File: src/rtl/epsc_pkg.sv
// ----------------------------------------------------------------------------
// epsc_pkg
// Shared types and constants of the encoder speed controller: field widths,
// register map, multiplier operand codes and the controller command bundle.
// ----------------------------------------------------------------------------
package epsc_pkg;

	localparam int SAMPLE_W = 12;
	localparam int COUNT_W  = 16;
	localparam int DRIVE_W  = 16;
	localparam int SPEED_W  = 31;
	localparam int GAIN_W   = 24;
	localparam int LIMIT_W  = 31;
	localparam int BASE_W   = 15;

	localparam int APB_DATA_W = 32;
	localparam int APB_ADDR_W = 5;
	localparam int REG_IDX_W  = 3;

	localparam logic [REG_IDX_W-1:0] REG_PROP_GAIN       = 3'd0;
	localparam logic [REG_IDX_W-1:0] REG_INTEG_GAIN      = 3'd1;
	localparam logic [REG_IDX_W-1:0] REG_DERIV_GAIN      = 3'd2;
	localparam logic [REG_IDX_W-1:0] REG_INTEG_LIMIT     = 3'd3;
	localparam logic [REG_IDX_W-1:0] REG_BASE_DRIVE      = 3'd4;
	localparam logic [REG_IDX_W-1:0] REG_SPEED_PER_COUNT = 3'd5;
	localparam logic [REG_IDX_W-1:0] REG_TARGET_PER_LSB  = 3'd6;

	localparam logic [GAIN_W-1:0]  RST_PROP_GAIN       = 24'd98304;
	localparam logic [GAIN_W-1:0]  RST_INTEG_GAIN      = 24'd1966;
	localparam logic [GAIN_W-1:0]  RST_DERIV_GAIN      = 24'd26214;
	localparam logic [LIMIT_W-1:0] RST_INTEG_LIMIT     = 31'd26214400;
	localparam logic [BASE_W-1:0]  RST_BASE_DRIVE      = 15'd350;
	localparam logic [GAIN_W-1:0]  RST_SPEED_PER_COUNT = 24'd16718;
	localparam logic [GAIN_W-1:0]  RST_TARGET_PER_LSB  = 24'd4801;

	localparam int MUL_SEL_W = 3;
	localparam logic [MUL_SEL_W-1:0] MUL_TGT  = 3'd0;
	localparam logic [MUL_SEL_W-1:0] MUL_MEAS = 3'd1;
	localparam logic [MUL_SEL_W-1:0] MUL_INT  = 3'd2;
	localparam logic [MUL_SEL_W-1:0] MUL_PROP = 3'd3;
	localparam logic [MUL_SEL_W-1:0] MUL_DER  = 3'd4;

	typedef struct packed {
		logic [GAIN_W-1:0]  prop_gain;
		logic [GAIN_W-1:0]  integ_gain_per_tick;
		logic [GAIN_W-1:0]  deriv_gain_per_tick;
		logic [LIMIT_W-1:0] integ_limit;
		logic [BASE_W-1:0]  base_drive;
		logic [GAIN_W-1:0]  speed_per_count;
		logic [GAIN_W-1:0]  target_per_lsb;
	} cfg_t;

	typedef struct packed {
		logic                 accept;
		logic                 mul_en;
		logic [MUL_SEL_W-1:0] mul_sel;
		logic                 load_target;
		logic                 load_meas;
		logic                 load_integ;
		logic                 load_part;
		logic                 load_sum;
		logic                 load_out;
	} cmd_t;

endpackage

File: src/rtl/epsc_ctrl.sv
// ----------------------------------------------------------------------------
// epsc_ctrl
// Sequencer of one control tick: steps the shared multiplier through the
// five products and owns the input and output handshakes.
// ----------------------------------------------------------------------------
module epsc_ctrl (
	input  logic           clk,
	input  logic           arst_n,
	input  logic           in_valid,
	output logic           in_ready,
	output logic           out_valid,
	input  logic           out_ready,
	output epsc_pkg::cmd_t cmd
);

	localparam logic [3:0] S_IDLE = 4'd0;
	localparam logic [3:0] S_MT   = 4'd1;
	localparam logic [3:0] S_MM   = 4'd2;
	localparam logic [3:0] S_ERR  = 4'd3;
	localparam logic [3:0] S_MI   = 4'd4;
	localparam logic [3:0] S_MP   = 4'd5;
	localparam logic [3:0] S_MD   = 4'd6;
	localparam logic [3:0] S_DT   = 4'd7;
	localparam logic [3:0] S_FIN  = 4'd8;

	logic [3:0] state_q;
	logic [3:0] state_nxt;
	logic       out_valid_q;

	assign in_ready  = (state_q == S_IDLE);
	assign out_valid = out_valid_q;

	always_comb begin
		cmd       = '0;
		state_nxt = state_q;
		unique case (state_q)
			S_IDLE: begin
				if (in_valid) begin
					cmd.accept = 1'b1;
					state_nxt  = S_MT;
				end
			end
			S_MT: begin
				cmd.mul_en  = 1'b1;
				cmd.mul_sel = epsc_pkg::MUL_TGT;
				state_nxt   = S_MM;
			end
			S_MM: begin
				cmd.mul_en      = 1'b1;
				cmd.mul_sel     = epsc_pkg::MUL_MEAS;
				cmd.load_target = 1'b1;
				state_nxt       = S_ERR;
			end
			S_ERR: begin
				cmd.load_meas = 1'b1;
				state_nxt     = S_MI;
			end
			S_MI: begin
				cmd.mul_en  = 1'b1;
				cmd.mul_sel = epsc_pkg::MUL_INT;
				state_nxt   = S_MP;
			end
			S_MP: begin
				cmd.mul_en     = 1'b1;
				cmd.mul_sel    = epsc_pkg::MUL_PROP;
				cmd.load_integ = 1'b1;
				state_nxt      = S_MD;
			end
			S_MD: begin
				cmd.mul_en    = 1'b1;
				cmd.mul_sel   = epsc_pkg::MUL_DER;
				cmd.load_part = 1'b1;
				state_nxt     = S_DT;
			end
			S_DT: begin
				cmd.load_sum = 1'b1;
				state_nxt    = S_FIN;
			end
			S_FIN: begin
				if (!out_valid_q || out_ready) begin
					cmd.load_out = 1'b1;
					state_nxt    = S_IDLE;
				end
			end
			default: begin
				state_nxt = S_IDLE;
			end
		endcase
	end

	always_ff @(posedge clk or negedge arst_n) begin
		if (!arst_n) begin
			state_q     <= S_IDLE;
			out_valid_q <= 1'b0;
		end else begin
			state_q <= state_nxt;
			if (cmd.load_out) begin
				out_valid_q <= 1'b1;
			end else if (out_ready) begin
				out_valid_q <= 1'b0;
			end
		end
	end

endmodule

File: config.mk
export PLATFORM = sky130hd
export DESIGN_NAME = epsc_ctrl
export DESIGN_NICKNAME = d
export VERILOG_FILES = /design/src/rtl/epsc_pkg.sv /design/src/rtl/epsc_ctrl.sv
export SDC_FILE = /design/constraint.sdc
export NUM_CORES = 1
export LEC_CHECK = 0
export BUFFER_PORTS_ARGS = -buffer_cell sky130_fd_sc_hd__buf_4
export CORE_AREA = 2 2 39 41
export CTS_BUF_LIST = sky130_fd_sc_hd__clkbuf_16
export CTS_CLUSTER_DIAMETER = 80
export DETAILED_ROUTE_END_ITERATION = 6
export DIE_AREA = 0 0 41 43
export GPL_ROUTABILITY_DRIVEN = 0
export PLACE_DENSITY = 0.44
export SLEW_MARGIN = 0
export SYNTH_ARGS = -nofsm -noshare
export SYNTH_HDL_FRONTEND = slang
export SYNTH_SLANG_ARGS = --single-unit
File: constraint.sdc
create_clock -name clk -period 3.75 [get_ports clk]
set_input_delay 0.75 -clock clk [delete_from_list [all_inputs] [get_ports clk]]
set_output_delay 0.75 -clock clk [all_outputs]
set_load 0.01 [all_outputs]
==> flow_summary_export.csv, run 1 <==
group,metric,value,unit
timing,fin_skew,3.75,ps
cts,cts_setup_buffers,0,
yosys,ys_seq_area_frac,0.388,
yosys,synth.area.top_cells,"dfrtp_1, nand2b_1, nor3_1, nor2_1, a21oi_1",
timing,fin_setup_tns,0,ps
place,place_ws,1680,ps
cts,clkSlewWorstSetupHoldPaths,30,ps
power,leakage,0.249,nW
cts,cts_tree,"yes",
timing,max_freq,435,MHz
power,comb_power_share,0.414,
cells_and_area,instances_no_fill,70,
cells_and_area,areaGrowthSynthToFinish,59.7,%
power,swShare,0.357,
routing,vias,325,
job,maxCapViolCount,0,
min_path,hold_path_class,"in2async",
yosys,yosys.area_share.simple,0.411,
yosys,synth_top_family_by_area,"simple AND/OR/NAND/NOR gates",
routing,dr.pass1.iters,3,
setup_path,r2r_end,"state_q[3]",
yosys,synth_top_cell_area_share,0.388,
routing,wl,772,µm
yosys,syn_avg_cell_area,8.50,µm²
die,die_h,43,µm
cells_and_area,post-route-util,0.373,
grt,grt_max_degree,14,
yosys,synth.area.mux_share,0,
grt,grt_overflow,0,
place,dpl.cell_count,66,
grt,grt_pass1_wl,1250,µm
routing,drc,0,
power,p_sw,183,µW
cells_and_area,drive_above_1_share,0.407,
routing,first_iter_violations,3,
power,finalPower,514,µW
yosys,synth.distinct_cells,17,
routing,viasPerCell,4.64,
timing,slew_viol_final,0,
grt,track_usage,0.112,
die,core_area,0.00138,mm²
power,p_per_area,997,mW/mm²
setup_path,cp_max_fo,13,
yosys,syn_area,323,µm²
setup_path,cp.arrival,1550,ps
setup_path,crit_required,3000,ps
timing,tightest_slew,336,ps
die,die_area,0.00176,mm²
cts,htree_num_levels,1,
cells_and_area,design_area,515,µm²
timing,rsz0062_at_grt,"false",
power,peakVddDrop,0.427,mV
setup_path,worstSetupStartpointType,"flip-flop",
cts,cts_buffers,3,
yosys,synth-compound-area-share,0.120,
timing,finalHoldViolations,0,
yosys,ys_ff_latch,5,
yosys,synthCells,38,
power,p_int,331,µW
die,start_util,0.233,
die,rows,14,
place,dpl_cell_area,437,µm²
die,fp.dieW,41,µm
yosys,yosys_warnings,0,
timing,fin_ws,1450,ps
timing,max_slew_margin,0.776,
yosys,synthAdderAreaFrac,0,
cts,clock-sinks,5,
timing,final-setup-viol-count,0,
setup_path,reg2reg_depth,2,
setup_path,r2r_slack,2430,ps
yosys,synthXorXnorAreaFrac,0,
timing,hold-worst-slack,314,ps
place,portBuffers,16,
routing,antenna_left,0,
grt,antenna_found_initial,0,
power,seqPwrFrac,0.251,
cts,holdBufCountCts,0,
run_status,status,"finished, final reports clean",
power,p_clk_frac,0.335,
cts,clk_path_buf_depth,2,
timing,fin_crit_sh,0.614,
yosys,syn_nets,42,
die,ioPinCount,17,
cts,root_buffer,"clkbuf_16",
cts,clock_latency,230,ps
yosys,synth_area_leader_cell,"dfrtp_1",
setup_path,reg2reg_from,"state_q[1]",
cells_and_area,fin_nets,59,
setup_path,critPathKind,"reg2out",
timing,min_period,2300,ps
cells_and_area,n_antenna_cell,0,
grt,grt_pass1_vias,292,
routing,wl_per_cell,11.0,µm
place,hpwl,544,µm
cts,post_cts_resize_count,0,
setup_path,end_kind,"primary output",
-- state kept, by name, indices dropped and copies added (netlist names) --
register	count
out_valid	1
state_q	4
-- worst max-delay path: stages, from the launching register on --
cell and delay [ps]:
dfrtp_1 480, or4b_4 590, nor2b_1 120, buf_4 120
-- synthesized netlist by cell type (all sizes together) --
cell type and instances:
nor2 5, dfrtp 5, nand2 2, nand3b 2, nor3 5, or4b 1, a21bo 1, a211oi 1
nand2b 4, buf 4, nor2b 1, and2 1, or3b 1, nor4 1, o22ai 1, a21oi 3
-- how the worst max path moves through the flow --
stage	from	end	slack, ps	depth (start not counted)
after global placement	state_q[1]	cmd[0]	1700	3
after floorplan	state_q[0]	cmd[10]	1740	3
after CTS	state_q[1]	cmd[0]	1440	3
after detailed placement	state_q[1]	cmd[0]	1680	3
final	state_q[1]	cmd[0]	1450	3
after global routing	state_q[1]	cmd[0]	1370	3
-- cell type report --
type,count,area [µm²]
Multi-Input combinational cell,29,171
Clock inverter,1,3.75
Clock buffer,3,75.1
Sequential cell,5,125
Timing Repair Buffer,16,120
Fill cell,151,868
Tap cell,16,20.0
-- cell usage in the layout, fill, tap and decap left out, drive strengths merged --
cell type | Yosys | layout
nand2b | 4 | 4
nor2 | 5 | 5
buf | 4 | 16
nor4 | 1 | 1
a211oi | 1 | 1
nand3b | 2 | 2
a21oi | 3 | 3
or3b | 1 | 1
nor2b | 1 | 1
inv | 0 | 1
nor3 | 5 | 5
clkbuf | 0 | 3
a21bo | 1 | 1
or4b | 1 | 1
nand2 | 2 | 2
dfrtp | 5 | 5
o22ai | 1 | 1
and2 | 1 | 1
-- power by group through the flow --
stage	logic, mW	clock network, mW	registers (mW)
detailed placement	0.217	0	0.130
global route	0.237	0.183	0.137
CTS	0.217	0.176	0.130
finish	0.213	0.172	0.129
global placement	0.218	0	0.127
floorplan	0.169	0	0.0863
-- per-layer routing --
metal | wire length [µm] | global-route usage | vias to the layer above | share of wire
met5 | 0 | 0 | - | 0
met3 | 70 | 0.0471 | 3 | 0.091
met4 | 22 | 0.100 | 0 | 0.028
met1 | 342 | 0.131 | 146 | 0.44
met2 | 337 | 0.147 | 13 | 0.44
li1 | - | - | 163 | -
-- logic make-up (layout without fill, tap and decap cells) --
family | Yosys count | after routing
AND/OR/NAND/NOR | 23 | 23
AO/OA/AOI/OAI | 6 | 6
buffers and inverters | 4 | 20
flip-flops | 5 | 5
No activity file was read; power rests on OpenSTA's default activity.
==> run 2, diff against run 1 <==
PLACE_DENSITY = 0.46   (was 0.44)
clock period = 2 ns   (was 3.75 ns; I/O delays follow)
==> flow_summary_export.csv, run 2 (same netlist as run 1, synthesis figures left out) <==
group,metric,value,unit
run_status,status,"finished, final reports clean",
cells_and_area,n_antenna_cell,0,
setup_path,worstSetupStartpointType,"flip-flop",
cells_and_area,largest_reg_flops,4,
routing,vias,329,
setup_path,end_kind,"primary output",
timing,min_period,1920,ps
routing,drc,0,
cells_and_area,fin_nets,62,
cells_and_area,post-route-util,0.391,
timing,max_freq,520,MHz
routing,wl,753,µm
power,comb_power_share,0.451,
setup_path,crit_required,1600,ps
cts,cts_buffers,3,
timing,slew_viol_final,0,
power,p_sw,346,µW
die,fp.dieW,41,µm
grt,antenna_found_initial,0,
die,core_area,0.00138,mm²
timing,finalHoldViolations,0,
setup_path,critPathBufInv,1,
power,swShare,0.351,
timing,max_slew_margin,0.790,
grt,grt_max_degree,13,
die,die_h,43,µm
grt,grt_overflow,0,
grt,grt_pass1_wl,1200,µm
place,dpl.cell_count,68,
cts,clk_path_buf_depth,2,
cts,cts_tree,"yes",
timing,fin_crit_sh,0.961,
routing,wl_per_cell,10.3,µm
timing,final-setup-viol-count,0,
cts,clock-sinks,5,
die,ioPinCount,17,
place,hpwl,555,µm
setup_path,path_delay_family,"simple AND/OR/NAND/NOR gates",
setup_path,slowest_delay,570,ps
routing,viasPerCell,4.51,
setup_path,critical_path.cell_chain,"or4b_4 > nor2b_1 > buf_4",
cts,clock_latency,230,ps
die,die_area,0.00176,mm²
cells_and_area,mostFrequentLayoutCells,"buf_4, nor2_1, nor3_1, dfrtp_1, nand2b_1",
setup_path,cp.arrival,1520,ps
cells_and_area,top_register,"state_q",
place,portBuffers,16,
cts,root_buffer,"clkbuf_16",
setup_path,slowest_stage,"or4b_4",
power,p_int,640,µW
power,seqPwrFrac,0.219,
cts,htree_num_levels,1,
timing,rsz0062_at_grt,"false",
timing,fin_setup_tns,0,ps
grt,track_usage,0.108,
setup_path,cp_max_fo,12,
timing,tightest_slew,312,ps
power,p_per_area,1820,mW/mm²
min_path,hold_path_class,"in2reg",
cts,clkSlewWorstSetupHoldPaths,30,ps
die,rows,14,
grt,grt_pass1_vias,271,
routing,antenna_left,0,
die,start_util,0.233,
cells_and_area,mostFrequentLayoutCell,"buf_4",
cells_and_area,drive_above_1_share,0.421,
power,leakage,0.263,nW
job,maxCapViolCount,0,
cells_and_area,areaGrowthSynthToFinish,67.4,%
cells_and_area,instances_no_fill,73,
timing,fin_skew,0.723,ps
routing,first_iter_violations,5,
timing,hold-worst-slack,460,ps
setup_path,critPathKind,"reg2out",
routing,dr.pass1.iters,4,
power,peakVddDrop,0.593,mV
power,p_clk_frac,0.330,
==> run 2: tightest hold or removal path, cell delays in order <==
cell	delay (ps)
buf_4	80
nor3_1	30
nor3_1	120
==> run 2: layout make-up <==
class / instances / area [µm²]
clock buffer: 3 / 75.1
clock inverter: 1 / 3.75
fill: 139 / 843
multi-input combinational: 29 / 171
sequential: 5 / 125
tap: 16 / 20.0
timing repair buffer: 19 / 145
==> run 2: what timing repair did <==
item	4_1_cts	5_1_grt
resized for setup	0	0
hold buffers	1	0
setup buffers	0	0
endpoints found under the setup margin	0	0
hold endpoints to repair	5	0
==> run 2: final timing paths <==
| check | slack (ps) | cells after the start | end | start |
|---|---|---|---|---|
| max | 80 | 3 | cmd[0] | state_q[0] |
| min | 460 | 3 | state_q[0] | in_valid |
| max reg2reg | 730 | 2 | state_q[3] | state_q[0] |
| min reg2reg | 490 | 1 | state_q[2] | state_q[3] |
| max in group asynchronous | 1380 | 2 | state_q[0] | arst_n |
| min in group asynchronous | 510 | 2 | state_q[1] | arst_n |
==> run 2: per-layer routing <==
metal  part of all wire  wire [µm]  GRT usage
met5                  0          0          0
met1               0.45        339      0.147
met3               0.11         81     0.0471
met4              0.031         23      0.100
met2               0.41        309      0.119
==> run 2: metrics by stage <==
stage / power (mW) / setup WS [ps] / instance area, µm²
finish: 0.986 / 77.7 / 541
detailed placement: 0.668 / 304 / 452
global placement: 0.671 / 323 / 452
global route: 1.07 / 23.9 / 541
floorplan: 0.479 / 339 / 323
CTS: 0.998 / 66.3 / 541
==> run 2: power groups by stage <==
stage	Clock (mW)	Sequential, mW	Combinational, mW
5_1_grt	0.339	0.227	0.501
4_1_cts	0.330	0.217	0.451
3_3_place_gp	0	0.218	0.453
3_5_place_dp	0	0.218	0.450
6_report	0.325	0.216	0.444
2_1_floorplan	0	0.162	0.317
==> run 3, diff against run 2 <==
PLACE_DENSITY = 0.44   (was 0.46)
clock period = 2.41 ns   (was 2 ns; I/O delays follow)
==> flow_summary_export.csv, run 3 (same netlist as run 1, synthesis figures left out) <==
group,metric,value,unit
timing,tightest_slew,351,ps
cts,holdBufCountCts,0,
timing,fin_setup_tns,0,ps
die,die_area,0.00176,mm²
setup_path,critPathBufInv,1,
cells_and_area,largest_reg_flops,4,
grt,antenna_found_initial,0,
cts,post_cts_resize_count,0,
timing,fin_skew,0.398,ps
timing,fin_ws,368,ps
timing,final-setup-viol-count,0,
routing,first_iter_violations,3,
place,portBuffers,16,
cts,cts_buffers,3,
die,fp.dieW,41,µm
grt,grt_pass1_vias,251,
routing,viasPerCell,4.41,
cells_and_area,instances_no_fill,70,
cells_and_area,mostFrequentLayoutCells,"buf_4, nor2_1, nor3_1, dfrtp_1, nand2b_1",
setup_path,critPathKind,"reg2out",
routing,wl,756,µm
power,peakVddDrop,0.766,mV
die,rows,14,
cts,cts_setup_buffers,0,
cells_and_area,mostFrequentLayoutCell,"buf_4",
place,dpl.cell_count,66,
die,die_h,43,µm
grt,grt_overflow,0,
job,maxCapViolCount,0,
cts,clock_latency,220,ps
setup_path,crit_required,1930,ps
routing,antenna_left,0,
min_path,hold_path_class,"in2async",
cells_and_area,fin_nets,59,
cells_and_area,post-route-util,0.373,
cells_and_area,top_register,"state_q",
timing,slew_viol_final,0,
setup_path,slowest_delay,590,ps
timing,hold-worst-slack,49.5,ps
cts,clock-sinks,5,
setup_path,worstSetupStartpointType,"flip-flop",
grt,track_usage,0.101,
grt,grt_max_degree,14,
power,leakage,0.249,nW
routing,vias,309,
grt,grt_pass1_wl,1050,µm
place,dpl_cell_area,437,µm²
cells_and_area,design_area,515,µm²
cts,clkSlewWorstSetupHoldPaths,30,ps
timing,max_slew_margin,0.764,
power,p_per_area,1540,mW/mm²
cells_and_area,n_antenna_cell,0,
routing,wl_per_cell,10.8,µm
timing,fin_crit_sh,0.847,
cts,root_buffer,"clkbuf_16",
cells_and_area,areaGrowthSynthToFinish,59.7,%
die,core_area,0.00138,mm²
timing,rsz0062_at_grt,"false",
timing,max_freq,490,MHz
place,place_ws,611,ps
timing,finalHoldViolations,0,
cts,clk_path_buf_depth,2,
place,hpwl,533,µm
routing,drc,0,
power,finalPower,794,µW
setup_path,slowest_stage,"or4b_4",
cells_and_area,drive_above_1_share,0.407,
cts,htree_num_levels,1,
timing,min_period,2040,ps
setup_path,path_delay_family,"simple AND/OR/NAND/NOR gates",
setup_path,cp.arrival,1560,ps
cts,cts_tree,"yes",
setup_path,critical_path.cell_chain,"or4b_4 > nor2b_1 > buf_4",
setup_path,cp_max_fo,13,
setup_path,end_kind,"primary output",
die,ioPinCount,17,
run_status,status,"finished, final reports clean",
die,start_util,0.233,
routing,dr.pass1.iters,4,
-- run 3: per-layer routing --
layer,vias to the layer above,track usage,part of all wire
met5,-,0,0
met4,0,0.160,0.067
met3,4,0.0157,0.054
met2,14,0.113,0.37
met1,127,0.122,0.50
li1,164,-,-
-- run 3: final cells by class --
type	instances	area [µm²]
Fill cell	147	868
Multi-Input combinational cell	29	171
Sequential cell	5	125
Timing Repair Buffer	16	120
Clock buffer	3	75.1
Tap cell	16	20.0
Clock inverter	1	3.75
-- run 3: path summary, 6_finish.rpt --
| path | from | endpoint | slack (ps) | cells past startpoint |
|---|---|---|---|---|
| setup / recovery | state_q[1] | cmd[0] | 370 | 3 |
| hold / removal | arst_n | out_valid | 50 | 1 |
| setup reg to reg | state_q[1] | state_q[3] | 1110 | 2 |
| hold reg to reg | out_valid | out_valid | 520 | 2 |
| max in group asynchronous | arst_n | state_q[1] | 2260 | 1 |
| min in group clk | out_valid | out_valid | 520 | 2 |
-- run 3: worst reg2reg max path: cells and delay by family, from the launching register on --
family          cells  cell delay, ps
simple gates        1             590
flops               1             490
compound gates      1             140
-- run 3: power by group --
part           switching (mW)  internal, mW
clock                  0.0490         0.214
sequential             0.0845         0.116
combinational           0.147         0.183
total                   0.280         0.514
