**src/rtl/epsc_pkg.sv**
```systemverilog
// ----------------------------------------------------------------------------
// epsc_pkg
// Shared types and constants of the encoder speed controller: field widths,
// register map, multiplier operand codes and the controller command bundle.
// ----------------------------------------------------------------------------
package epsc_pkg;

	localparam int SAMPLE_W = 12;
	localparam int COUNT_W  = 16;
	localparam int DRIVE_W  = 16;
	localparam int SPEED_W  = 31;
	localparam int GAIN_W   = 24;
	localparam int LIMIT_W  = 31;
	localparam int BASE_W   = 15;

	localparam int APB_DATA_W = 32;
	localparam int APB_ADDR_W = 5;
	localparam int REG_IDX_W  = 3;

	localparam logic [REG_IDX_W-1:0] REG_PROP_GAIN       = 3'd0;
	localparam logic [REG_IDX_W-1:0] REG_INTEG_GAIN      = 3'd1;
	localparam logic [REG_IDX_W-1:0] REG_DERIV_GAIN      = 3'd2;
	localparam logic [REG_IDX_W-1:0] REG_INTEG_LIMIT     = 3'd3;
	localparam logic [REG_IDX_W-1:0] REG_BASE_DRIVE      = 3'd4;
	localparam logic [REG_IDX_W-1:0] REG_SPEED_PER_COUNT = 3'd5;
	localparam logic [REG_IDX_W-1:0] REG_TARGET_PER_LSB  = 3'd6;

	localparam logic [GAIN_W-1:0]  RST_PROP_GAIN       = 24'd98304;
	localparam logic [GAIN_W-1:0]  RST_INTEG_GAIN      = 24'd1966;
	localparam logic [GAIN_W-1:0]  RST_DERIV_GAIN      = 24'd26214;
	localparam logic [LIMIT_W-1:0] RST_INTEG_LIMIT     = 31'd26214400;
	localparam logic [BASE_W-1:0]  RST_BASE_DRIVE      = 15'd350;
	localparam logic [GAIN_W-1:0]  RST_SPEED_PER_COUNT = 24'd16718;
	localparam logic [GAIN_W-1:0]  RST_TARGET_PER_LSB  = 24'd4801;

	localparam int MUL_SEL_W = 3;
	localparam logic [MUL_SEL_W-1:0] MUL_TGT  = 3'd0;
	localparam logic [MUL_SEL_W-1:0] MUL_MEAS = 3'd1;
	localparam logic [MUL_SEL_W-1:0] MUL_INT  = 3'd2;
	localparam logic [MUL_SEL_W-1:0] MUL_PROP = 3'd3;
	localparam logic [MUL_SEL_W-1:0] MUL_DER  = 3'd4;

	typedef struct packed {
		logic [GAIN_W-1:0]  prop_gain;
		logic [GAIN_W-1:0]  integ_gain_per_tick;
		logic [GAIN_W-1:0]  deriv_gain_per_tick;
		logic [LIMIT_W-1:0] integ_limit;
		logic [BASE_W-1:0]  base_drive;
		logic [GAIN_W-1:0]  speed_per_count;
		logic [GAIN_W-1:0]  target_per_lsb;
	} cfg_t;

	typedef struct packed {
		logic                 accept;
		logic                 mul_en;
		logic [MUL_SEL_W-1:0] mul_sel;
		logic                 load_target;
		logic                 load_meas;
		logic                 load_integ;
		logic                 load_part;
		logic                 load_sum;
		logic                 load_out;
	} cmd_t;

endpackage

```
**src/rtl/epsc_regs.sv**
```systemverilog
// ----------------------------------------------------------------------------
// epsc_regs
// APB-style configuration registers: gains, integral clamp, base drive and
// the two speed scale factors.
// ----------------------------------------------------------------------------
module epsc_regs (
	input  logic                                clk,
	input  logic                                arst_n,
	input  logic                                psel,
	input  logic                                penable,
	input  logic                                pwrite,
	input  logic [epsc_pkg::APB_ADDR_W-1:0]     paddr,
	input  logic [epsc_pkg::APB_DATA_W-1:0]     pwdata,
	output logic [epsc_pkg::APB_DATA_W-1:0]     prdata,
	output logic                                pready,
	output epsc_pkg::cfg_t                      cfg
);

	epsc_pkg::cfg_t                     cfg_q;
	logic [epsc_pkg::REG_IDX_W-1:0]     idx;
	logic                               wr_en;

	assign idx    = paddr[epsc_pkg::APB_ADDR_W-1:2];
	assign pready = 1'b1;
	assign wr_en  = psel && penable && pwrite && pready;
	assign cfg    = cfg_q;

	always_ff @(posedge clk or negedge arst_n) begin
		if (!arst_n) begin
			cfg_q.prop_gain           <= epsc_pkg::RST_PROP_GAIN;
			cfg_q.integ_gain_per_tick <= epsc_pkg::RST_INTEG_GAIN;
			cfg_q.deriv_gain_per_tick <= epsc_pkg::RST_DERIV_GAIN;
			cfg_q.integ_limit         <= epsc_pkg::RST_INTEG_LIMIT;
			cfg_q.base_drive          <= epsc_pkg::RST_BASE_DRIVE;
			cfg_q.speed_per_count     <= epsc_pkg::RST_SPEED_PER_COUNT;
			cfg_q.target_per_lsb      <= epsc_pkg::RST_TARGET_PER_LSB;
		end else if (wr_en) begin
			unique case (idx)
				epsc_pkg::REG_PROP_GAIN:
					cfg_q.prop_gain <= pwdata[epsc_pkg::GAIN_W-1:0];
				epsc_pkg::REG_INTEG_GAIN:
					cfg_q.integ_gain_per_tick <= pwdata[epsc_pkg::GAIN_W-1:0];
				epsc_pkg::REG_DERIV_GAIN:
					cfg_q.deriv_gain_per_tick <= pwdata[epsc_pkg::GAIN_W-1:0];
				epsc_pkg::REG_INTEG_LIMIT:
					cfg_q.integ_limit <= pwdata[epsc_pkg::LIMIT_W-1:0];
				epsc_pkg::REG_BASE_DRIVE:
					cfg_q.base_drive <= pwdata[epsc_pkg::BASE_W-1:0];
				epsc_pkg::REG_SPEED_PER_COUNT:
					cfg_q.speed_per_count <= pwdata[epsc_pkg::GAIN_W-1:0];
				epsc_pkg::REG_TARGET_PER_LSB:
					cfg_q.target_per_lsb <= pwdata[epsc_pkg::GAIN_W-1:0];
				default: begin
				end
			endcase
		end
	end

	always_comb begin
		unique case (idx)
			epsc_pkg::REG_PROP_GAIN:
				prdata = epsc_pkg::APB_DATA_W'(cfg_q.prop_gain);
			epsc_pkg::REG_INTEG_GAIN:
				prdata = epsc_pkg::APB_DATA_W'(cfg_q.integ_gain_per_tick);
			epsc_pkg::REG_DERIV_GAIN:
				prdata = epsc_pkg::APB_DATA_W'(cfg_q.deriv_gain_per_tick);
			epsc_pkg::REG_INTEG_LIMIT:
				prdata = epsc_pkg::APB_DATA_W'(cfg_q.integ_limit);
			epsc_pkg::REG_BASE_DRIVE:
				prdata = epsc_pkg::APB_DATA_W'(cfg_q.base_drive);
			epsc_pkg::REG_SPEED_PER_COUNT:
				prdata = epsc_pkg::APB_DATA_W'(cfg_q.speed_per_count);
			epsc_pkg::REG_TARGET_PER_LSB:
				prdata = epsc_pkg::APB_DATA_W'(cfg_q.target_per_lsb);
			default:
				prdata = '0;
		endcase
	end

endmodule

```
**config.mk**
```make
export PLATFORM = sky130hd
export DESIGN_NAME = epsc_regs
export DESIGN_NICKNAME = d
export VERILOG_FILES = /design/src/rtl/epsc_pkg.sv /design/src/rtl/epsc_regs.sv
export SDC_FILE = /design/constraint.sdc
export NUM_CORES = 1
export LEC_CHECK = 0
export BUFFER_PORTS_ARGS = -buffer_cell sky130_fd_sc_hd__buf_4
export CORE_MARGIN = 2
export CORE_UTILIZATION = 40
export DETAILED_ROUTE_END_ITERATION = 16
export GPL_TIMING_DRIVEN = 0
export SKIP_LAST_GASP = 1
export SYNTH_ARGS = -nofsm -noshare
export SYNTH_HDL_FRONTEND = slang
export SYNTH_SLANG_ARGS = --single-unit
```
**constraint.sdc**
```tcl
create_clock -name clk -period 2.1 [get_ports clk]
set_input_delay 0.315 -clock clk [delete_from_list [all_inputs] [get_ports clk]]
set_output_delay 0.315 -clock clk [all_outputs]
set_load 0.1 [all_outputs]
```
==> impl_summary.txt, run 1 <==
----------------------------------------------------
[Run status]
  Run status ... finished, final reports clean

[Finish]
  Total Nets Final ... 844
  Synthesis-to-finish area growth ... 41.8%
  Highest-count cells in the layout ignoring fill and taps ... sky130_fd_sc_hd__buf_4 (238), sky130_fd_sc_hd__mux2_2 (167), sky130_fd_sc_hd__dfrtp_1 (87)
  Share of final-layout standard cells stronger than drive strength 1 ... 0.720
  Largest register FFs ... 166
  Commonest non-fill, non-tap cell in the layout ... sky130_fd_sc_hd__buf_4
  Finished Layout Cells ... 1,075
  Antenna cells ... 0

[Power]
  Ratio of total power to cell area ... 1410 nW/um^2
  Static Leak ... 5.05 nW
  IR Drop Worst-Case VDD ... 624 uV

[Timing]
  Slew at the pin with the worst max-slew slack ... 607 ps
  Fin. Hold Viols ... 0
  Number of slew-limit violations in the final report ... 0
  Worst-case headroom to the max-slew limit ... 0.596
  Minimum period implied by the final worst setup slack ... 2070 ps
  Worst clock skew ... 0 ps
  Achievable Freq ... 484 MHz
  Final hold slack ... 115 ps
  Final period utilization ... 0.984
  Setup violations, final ... 0

[Synthesis]
  Async set-or-reset flop fraction in the synthesized netlist ... 1.00
  Area share of xor/xnor cells in the synthesized design ... 0
  Simple-Gate Fraction of Synth Area ... 0.0357
  Number of flops mapped to enable cells by yosys ... 0
  Instance count of the mapped netlist ... 539
  Number of distinct standard cells referenced by the synthesized netlist ... 37
  Arithmetic-cell share of the synthesized area counting full adders, half adders and majority gates ... 0
  Synthesized-area fraction occupied by ao, oa, aoi and oai cells ... 0.0786
  Multiplexer fraction of the synthesized cell area ... 0.307
  Post-Syn Nets ... 581
  Yosys Warn Count ... 0
  Count of state elements after synthesis ... 166
  Mapped cell area ... 7750 sq um
  Synthesized area per cell ... 14.4 sq um
  Ys flop type ... sky130_fd_sc_hd__dfrtp_1
  Combinational family with the most area after synthesis ... multiplexers
  Sequential cell area fraction in the yosys report ... 0.542

[Setup path]
  Crit Path Category ... reg -> out
  CP Data Arrival Time ... 1750 ps
  Req. time, crit path ... 1780 ps
  Highest fanout seen on the critical path ... 3
  Worst Setup Start Kind ... register
  CP endpoint kind ... output pin
  Reg-to-reg slack, setup ... 1200 ps

[Route]
  Routed Wire Length ... 25,000 um
  Number of iterations in the first detailed-routing pass ... 4
  Via/cell ratio ... 5.35
  Count of vias placed by the detailed router ... 5,752
  1st-iter DRT viols ... 301
  Post-route DRC violation count ... 0
  Antenna Violating Nets Remaining ... 0
  Routed wirelength normalized by instance count ... 23.2 um

[Global route]
  Via count of the first global-routing pass ... 6,026
  First-pass GRT wire length ... 36,900 um
  Total track usage ... 0.246
  Global-route met3 utilization ... 0.0657
  Number of antenna violations at the first check in global routing ... 0
  Met1 usage ... 0.329
  Fraction of met2 tracks used by global routing ... 0.393
  Most Used Layer, Global Route ... met2
  Pin count of the biggest net entering global routing ... 118
  Overflow left after global routing ... 0

[Run]
  Max cap viols ... 0

[Clocking]
  H-tree lvl count ... 4
  Num CTS Buffers ... 17
  Max Root-Sink Buffers ... 2
  Clock-pin transition on the worst setup and hold timing paths ... 60 ps
  Clock latency on the worst-skew pair ... 420 ps
  Cell chosen for the clock root ... sky130_fd_sc_hd__clkbuf_16
  Clock net sink count ... 166
  TritonCTS clock tree ... done

[Floorplan]
  Die X ... 143 um
  Die H ... 143 um
  Effective utilization at floorplan ... 0.410
  Total number of placement rows ... 50
  Core area ... 18,900 sq um
  Die outline area ... 20,500 sq um
  Total I/O pin count ... 241

[Placement]
  Total placed cells including tap cells ... 1,034
  Half-perimeter wire length after detailed placement ... 17,200 um
  Weighted congestion at the end of routability-driven global placement ... 0.816
  Number of buffers inserted by port buffering ... 234

[Min path]
  Class of the worst hold path ... in -> reg

----------------------------------------------------
per-stage QoR:
| step | util | setup WS (ps) | area [sq um] | power (W) | setup TNS, ps |
|---|---|---|---|---|---|
| floorplan | - | -609 | 8100 | 0.0108 | -8620 |
| global placement | 0.539 | -475 | 10200 | 0.0124 | -33240 |
| detailed placement | 0.541 | -352 | 10200 | 0.0125 | -4430 |
| CTS | 0.577 | -74.0 | 10900 | 0.0155 | -74.0 |
| global route | 0.582 | -21.5 | 11000 | 0.0160 | -38.9 |
| finish | 0.582 | 33.8 | 11000 | 0.0155 | 0 |
Yosys cell counts, types with 3 or more instances:
cell | count | share of area
sky130_fd_sc_hd__nor3_4 | 3 | 0.0063
sky130_fd_sc_hd__mux2_2 | 168 | 0.24
sky130_fd_sc_hd__inv_1 | 5 | 0.0024
sky130_fd_sc_hd__dfrtp_1 | 128 | 0.41
sky130_fd_sc_hd__buf_4 | 19 | 0.018
sky130_fd_sc_hd__and2_1 | 7 | 0.0056
sky130_fd_sc_hd__dfstp_2 | 38 | 0.13
sky130_fd_sc_hd__a211o_1 | 12 | 0.014
sky130_fd_sc_hd__o21ai_0 | 4 | 0.0026
sky130_fd_sc_hd__buf_6 | 4 | 0.0058
sky130_fd_sc_hd__a32oi_1 | 12 | 0.014
sky130_fd_sc_hd__o21a_1 | 4 | 0.0039
sky130_fd_sc_hd__buf_2 | 8 | 0.0052
sky130_fd_sc_hd__nand3_1 | 4 | 0.0026
sky130_fd_sc_hd__mux2_1 | 3 | 0.0044
sky130_fd_sc_hd__o211ai_1 | 14 | 0.014
sky130_fd_sc_hd__a21boi_0 | 12 | 0.012
sky130_fd_sc_hd__clkbuf_1 | 8 | 0.0039
sky130_fd_sc_hd__nor2b_1 | 3 | 0.0024
sky130_fd_sc_hd__mux2i_1 | 43 | 0.056
sky130_fd_sc_hd__and3b_1 | 3 | 0.0034
sky130_fd_sc_hd__a221oi_1 | 10 | 0.011
sky130_fd_sc_hd__o221ai_1 | 4 | 0.0045
worst max-delay path: stages (launching register included):
cell and delay (ps):
sky130_fd_sc_hd__dfstp_2 530, sky130_fd_sc_hd__a21boi_0 100, sky130_fd_sc_hd__a211o_1 310, sky130_fd_sc_hd__o211ai_1 120
sky130_fd_sc_hd__buf_6 260
path summary, 6_finish.rpt:
path	start	end	cells after the start
min in group asynchronous	arst_n	cfg[28]$_DFFE_PN0P_	2
setup reg to reg	cfg[106]$_DFFE_PN0P_	cfg[106]$_DFFE_PN0P_	2
hold reg to reg	cfg[68]$_DFFE_PN0P_	cfg[68]$_DFFE_PN0P_	1
max in group asynchronous	arst_n	cfg[163]$_DFFE_PN0P_	3
hold / removal	pwdata[28]	cfg[91]$_DFFE_PN0P_	2
setup / recovery	cfg[6]$_DFFE_PN1P_	prdata[6]	4
what timing repair did:
action / 4_1_cts / 5_1_grt
buffers inserted: 3 / 5
endpoints found under the hold margin: 38 / 0
hold buffers: 1 / 0
gates cloned: 0 / 0
gates resized for setup: 30 / 12
pin swaps: 0 / 5
setup endpoints to repair: 22 / 17
where the power goes:
group | total [W] | internal, W | switching (W) | leakage (nW)
logic | 0.00798 | 0.00175 | 0.00624 | 2.80
clock network | 0.00297 | 0.00166 | 0.00131 | 0.266
registers | 0.00454 | 0.00402 | 0.000525 | 1.99
total | 0.0155 | 0.00743 | 0.00807 | 5.05
logic make-up (layout without fill, tap and decap cells):
group | Yosys count | in the layout
AO/OA/AOI/OAI | 77 | 77
other | 2 | 2
buffers and inverters | 45 | 321
flip-flops | 166 | 166
multiplexers | 215 | 215
AND/OR/NAND/NOR | 34 | 34
per-layer routing:
metal / wire length, um / vias to the layer above
met2: 12000 / 207
met4: 405 / 0
met3: 1690 / 23
met1: 10900 / 2971
li1: - / 2551
met5: 0 / -
layout make-up:
cell class	count	area [sq um]
Tap cell	260	325
Sequential cell	166	4340
Fill cell	1583	7900
Multi-Input combinational cell	328	3450
Buffer	39	360
Timing Repair Buffer	244	1950
Clock inverter	12	108
Inverter	6	22.5
Clock buffer	20	447
(Power assumes the default switching activity.)
==> run 2, diff against run 1 <==
Settings changed: RECOVER_POWER set to 50.
==> run 2 against run 1 <==
Non-clock buffer count did not move. Fmax rose by 0.14%. Cell area fell by 1.5%. Sequential power barely moved. Largest cell class unchanged.
==> impl_summary.txt, run 2 (synthesized netlist as in run 1, its figures left out) <==
----------------------------------------------------
[Global route]
  Number of antenna violations at the first check in global routing ... 0
  Most Used Layer, Global Route ... met2
  First-pass GRT wire length ... 36,900 um
  Met1 usage ... 0.329
  Via count of the first global-routing pass ... 6,026
  Global-route met3 utilization ... 0.0657
  Pin count of the biggest net entering global routing ... 118
  Fraction of met2 tracks used by global routing ... 0.393
  Total track usage ... 0.246
  Overflow left after global routing ... 0

[Timing]
  Worst-case headroom to the max-slew limit ... 0.426
  Worst clock skew ... 0 ps
  Post-route worst setup slack ... 36.7 ps
  Setup violations, final ... 0
  Slew at the pin with the worst max-slew slack ... 855 ps
  Fin. Hold Viols ... 0
  Minimum period implied by the final worst setup slack ... 2060 ps
  Number of slew-limit violations in the final report ... 0
  Final hold slack ... 115 ps
  Final period utilization ... 0.983
  Achievable Freq ... 485 MHz

[Route]
  Count of vias placed by the detailed router ... 5,725
  Post-route DRC violation count ... 0
  1st-iter DRT viols ... 297
  Via/cell ratio ... 5.33
  Number of iterations in the first detailed-routing pass ... 5
  Routed Wire Length ... 25,000 um
  Routed wirelength normalized by instance count ... 23.2 um
  Antenna Violating Nets Remaining ... 0

[Setup path]
  Highest fanout seen on the critical path ... 3
  CP Data Arrival Time ... 1750 ps
  Req. time, crit path ... 1780 ps
  CP endpoint kind ... output pin
  Worst Setup Start Kind ... register
  Total buffers and inverters traversed by the critical path ... 1
  CP max stage delay ... 550 ps
  Crit Path Category ... reg -> out
  Family with the most delay on the worst path ... flip-flops
  CP Cell Sequence ... mux2i_1, a211o_1, o211ai_1, buf_6
  Slowest library cell on the worst path ... sky130_fd_sc_hd__dfstp_2
  Reg-to-reg slack, setup ... 1200 ps

[Finish]
  Largest register FFs ... 166
  Antenna cells ... 0
  Synthesis-to-finish area growth ... 39.7%
  Commonest non-fill, non-tap cell in the layout ... sky130_fd_sc_hd__buf_4
  Final core utilization ... 0.573
  Highest-count cells in the layout ignoring fill and taps ... sky130_fd_sc_hd__buf_4 (201), sky130_fd_sc_hd__mux2_2 (167), sky130_fd_sc_hd__dfrtp_1 (87)
  Fill count ... 1,615
  Total Nets Final ... 844
  Share of final-layout standard cells stronger than drive strength 1 ... 0.713

[Floorplan]
  Total number of placement rows ... 50
  Die outline area ... 20,500 sq um
  Total I/O pin count ... 241
  Die X ... 143 um
  Core area ... 18,900 sq um
  Effective utilization at floorplan ... 0.410
  Die H ... 143 um

[Power]
  Proportion of power drawn by the clock network ... 0.193
  Switching Share ... 0.523
  NetSw ... 0.00806 W
  Ratio of total power to cell area ... 1420 nW/um^2
  Sequential fraction of design power ... 0.295
  Post-route total power ... 0.0154 W
  Static Leak ... 5.00 nW
  Internal power of the cells ... 0.00734 W
  IR Drop Worst-Case VDD ... 624 uV
  Combinational power share ... 0.512

[Placement]
  Number of buffers inserted by port buffering ... 234
  Weighted congestion at the end of routability-driven global placement ... 0.816
  Half-perimeter wire length after detailed placement ... 17,200 um
  Post-placement setup slack ... -352 ps

[Clocking]
  Max Root-Sink Buffers ... 2
  Clock-pin transition on the worst setup and hold timing paths ... 70 ps
  TritonCTS clock tree ... done
  Num CTS Buffers ... 17
  Cell chosen for the clock root ... sky130_fd_sc_hd__clkbuf_16
  H-tree lvl count ... 4
  Clock latency on the worst-skew pair ... 420 ps
  Clock net sink count ... 166

[Min path]
  Class of the worst hold path ... in -> reg

[Run]
  Max cap viols ... 0

[Run status]
  Run status ... finished, final reports clean

----------------------------------------------------
==> run 2: cell type report <==
cell class / instances / area [sq um] / area share
flip-flops and latches: 166 / 4340 / 0.401
multi-input cells: 328 / 3390 / 0.313
repair buffers: 244 / 1860 / 0.172
clock buffers: 20 / 447 / 0.0412
plain buffers: 39 / 340 / 0.0314
well taps: 260 / 325 / 0.0300
clock inverters: 12 / 108 / 0.00994
inverters: 6 / 22.5 / 0.00208
==> run 2: power by group through the flow <==
| stage | Combinational [W] | Sequential, W | Clock [W] |
|---|---|---|---|
| floorplan | 0.00164 | 0.00914 | 0 |
| global placement | 0.00781 | 0.00456 | 0 |
| global route | 0.00809 | 0.00463 | 0.00319 |
| detailed placement | 0.00787 | 0.00460 | 0 |
| CTS | 0.00795 | 0.00455 | 0.00303 |
| finish | 0.00789 | 0.00454 | 0.00297 |
==> run 2: repair_timing <==
| item | 4_1_cts | 5_1_grt |
|---|---|---|
| buffers inserted | 3 | 5 |
| resized for setup | 30 | 12 |
| hold buffers | 1 | 0 |
| setup endpoints to repair | 22 | 17 |
| pin swaps | 0 | 5 |
| hold endpoints to repair | 38 | 0 |
==> run 2: final timing paths <==
kind	cells past startpoint	to	startpoint
max	4	prdata[6]	cfg[100]$_DFFE_PN1P_
min reg2reg	1	cfg[68]$_DFFE_PN0P_	cfg[68]$_DFFE_PN0P_
max in group asynchronous	3	cfg[15]$_DFFE_PN0P_	arst_n
max reg2reg	2	cfg[106]$_DFFE_PN0P_	cfg[106]$_DFFE_PN0P_
min in group asynchronous	2	cfg[28]$_DFFE_PN0P_	arst_n
min	2	cfg[91]$_DFFE_PN0P_	pwdata[28]
==> run 2: per-stage QoR <==
step / setup TNS [ps] / instances / area [sq um]
2_1_floorplan: -8620 / 539 / 8100
3_3_place_gp: -33240 / 1033 / 10200
3_5_place_dp: -4430 / 1034 / 10200
4_1_cts: -74.0 / 1070 / 10900
5_1_grt: -38.9 / 1075 / 10800
6_report: 0 / 1075 / 10800
==> run 2: routing by layer <==
layer	part of all wire	routed length (um)
met1	0.43	10800
met2	0.48	11900
met3	0.076	1900
met4	0.017	413
met5	0	0
==> run 3, diff against run 2 <==
Settings changed: CTS_BUF_LIST set to sky130_fd_sc_hd__clkbuf_8.
==> run 3 against run 2 <==
Core utilization down 0.44 points. Sequential power about the same. Critical path depth up 3. Die area unchanged. Setup slack worse by 24 ps. Final cell count up 0.28%. Wire length down 0.33%. Critical endpoint is now prdata[10]. Largest power group unchanged.
==> impl_summary.txt, run 3 (synthesized netlist as in run 1, its figures left out) <==
----------------------------------------------------
[Floorplan]
  Die H ... 143 um
  Die outline area ... 20,500 sq um
  Core area ... 18,900 sq um
  Total number of placement rows ... 50
  Effective utilization at floorplan ... 0.410
  Total I/O pin count ... 241
  Die X ... 143 um

[Placement]
  Total placed cells including tap cells ... 1,034
  Half-perimeter wire length after detailed placement ... 17,200 um
  Number of buffers inserted by port buffering ... 234
  Post-placement setup slack ... -352 ps
  Weighted congestion at the end of routability-driven global placement ... 0.816

[Finish]
  Total Nets Final ... 847
  Finished Layout Cells ... 1,078
  Fill count ... 1,602
  Commonest non-fill, non-tap cell in the layout ... sky130_fd_sc_hd__buf_4
  Largest register FFs ... 166
  Highest-count cells in the layout ignoring fill and taps ... sky130_fd_sc_hd__buf_4 (230), sky130_fd_sc_hd__mux2_2 (167), sky130_fd_sc_hd__dfrtp_1 (87)
  Antenna cells ... 0
  Final core utilization ... 0.569
  Share of final-layout standard cells stronger than drive strength 1 ... 0.713
  Synthesis-to-finish area growth ... 38.6%

[Route]
  Routed wirelength normalized by instance count ... 23.1 um
  Number of iterations in the first detailed-routing pass ... 4
  Top layer used by detailed routing ... met4
  Via/cell ratio ... 5.31
  Antenna Violating Nets Remaining ... 0
  Detail Route met2 WL ... 11,800 um
  1st-iter DRT viols ... 242
  Sum of routed wire segments on met1 ... 10,900 um
  Routed Wire Length ... 24,900 um
  Post-route DRC violation count ... 0
  Count of vias placed by the detailed router ... 5,729
  Met3 WL ... 1720 um

[Timing]
  Slew at the pin with the worst max-slew slack ... 1130 ps
  Setup repair after global routing missed its margin ... true
  Post-route worst setup slack ... 13.0 ps
  Number of slew-limit violations in the final report ... 0
  Worst-case headroom to the max-slew limit ... 0.245
  Final period utilization ... 0.994
  Minimum period implied by the final worst setup slack ... 2090 ps
  Achievable Freq ... 479 MHz
  Final hold slack ... 84.7 ps
  Setup violations, final ... 0
  Fin. Hold Viols ... 0
  TNS Setup ... 0 ps
  Worst clock skew ... 0 ps

[Run status]
  Run status ... finished, final reports clean

[Global route]
  Number of antenna violations at the first check in global routing ... 0
  Via count of the first global-routing pass ... 6,041
  Total track usage ... 0.244
  Overflow left after global routing ... 0
  Pin count of the biggest net entering global routing ... 118
  First-pass GRT wire length ... 36,800 um

[Clocking]
  Cell chosen for the clock root ... sky130_fd_sc_hd__clkbuf_8
  TritonCTS clock tree ... done
  Clock-pin transition on the worst setup and hold timing paths ... 90 ps
  Max Root-Sink Buffers ... 2
  Num CTS Buffers ... 17
  H-tree lvl count ... 4
  Clock latency on the worst-skew pair ... 450 ps
  Clock net sink count ... 166

[Setup path]
  Family with the most delay on the worst path ... buffers and inverters
  CP max stage delay ... 320 ps
  Total buffers and inverters traversed by the critical path ... 4
  Highest fanout seen on the critical path ... 10
  Crit Path Category ... in -> out
  Slowest library cell on the worst path ... sky130_fd_sc_hd__a211o_1
  Req. time, crit path ... 1780 ps
  Worst Setup Start Kind ... input pin
  CP Cell Sequence ... clkbuf_1, buf_4, clkbuf_2, a21boi_0, a211o_1, o211ai_1, buf_6
  CP endpoint kind ... output pin
  CP Data Arrival Time ... 1770 ps
  Reg-to-reg slack, setup ... 1200 ps

[Run]
  Max cap viols ... 0

[Power]
  IR Drop Worst-Case VDD ... 609 uV
  Ratio of total power to cell area ... 1370 nW/um^2
  Static Leak ... 4.95 nW

[Min path]
  Class of the worst hold path ... in -> reg

----------------------------------------------------
[run 3: cell count changes in the layout (fill, tap and decap cells not counted), sizes merged]
| cell | previous run | this run |
|---|---|---|
| clkbuf | 67 | 38 |
| inv | 6 | 8 |
| buf | 235 | 265 |
[run 3: final cells by class]
class | count | area [sq um] | share of cell area
plain buffers | 39 | 323 | 0.0300
clock buffers | 18 | 248 | 0.0231
clock inverters | 14 | 115 | 0.0107
inverters | 6 | 22.5 | 0.00210
multi-input cells | 328 | 3420 | 0.318
flip-flops and latches | 166 | 4340 | 0.404
well taps | 260 | 325 | 0.0303
repair buffers | 247 | 1960 | 0.182
[run 3: through the flow]
step           total power [W]  instance area [sq um]
6_report                0.0147                  10700
3_5_place_dp            0.0125                  10200
5_1_grt                 0.0152                  10700
4_1_cts                 0.0148                  10800
2_1_floorplan           0.0108                   8100
3_3_place_gp            0.0124                  10200
[run 3: what timing repair did]
action	4_1_cts	5_1_grt
setup buffers	9	2
pin swaps	3	8
gates resized for setup	33	14
hold buffers	1	0
endpoints found under the setup margin	23	19
hold endpoints to repair	38	0
[run 3: worst paths after layout]
| path | depth (start not counted) | end | from |
|---|---|---|---|
| worst max-delay path | 7 | prdata[10] | paddr[4] |
| worst min-delay path | 2 | cfg[91]$_DFFE_PN0P_ | pwdata[28] |
| worst max register to register | 2 | cfg[106]$_DFFE_PN0P_ | cfg[106]$_DFFE_PN0P_ |
| worst min register to register | 1 | cfg[68]$_DFFE_PN0P_ | cfg[68]$_DFFE_PN0P_ |
| max in group asynchronous | 3 | cfg[140]$_DFFE_PN0P_ | arst_n |
| min in group asynchronous | 2 | cfg[28]$_DFFE_PN0P_ | arst_n |
[run 3: per-layer routing]
layer / up-vias / global-route usage
li1: 2551 / -
met1: 2944 / 0.331
met2: 205 / 0.390
met3: 29 / 0.0607
met4: 0 / 0.0697
met5: - / 0
[run 3: power by group]
part / leakage (nW) / switching [W] / internal [W] / total [W]
Sequential: 1.99 / 0.000518 / 0.00401 / 0.00453
Clock: 0.187 / 0.00121 / 0.000956 / 0.00217
Combinational: 2.77 / 0.00625 / 0.00176 / 0.00800
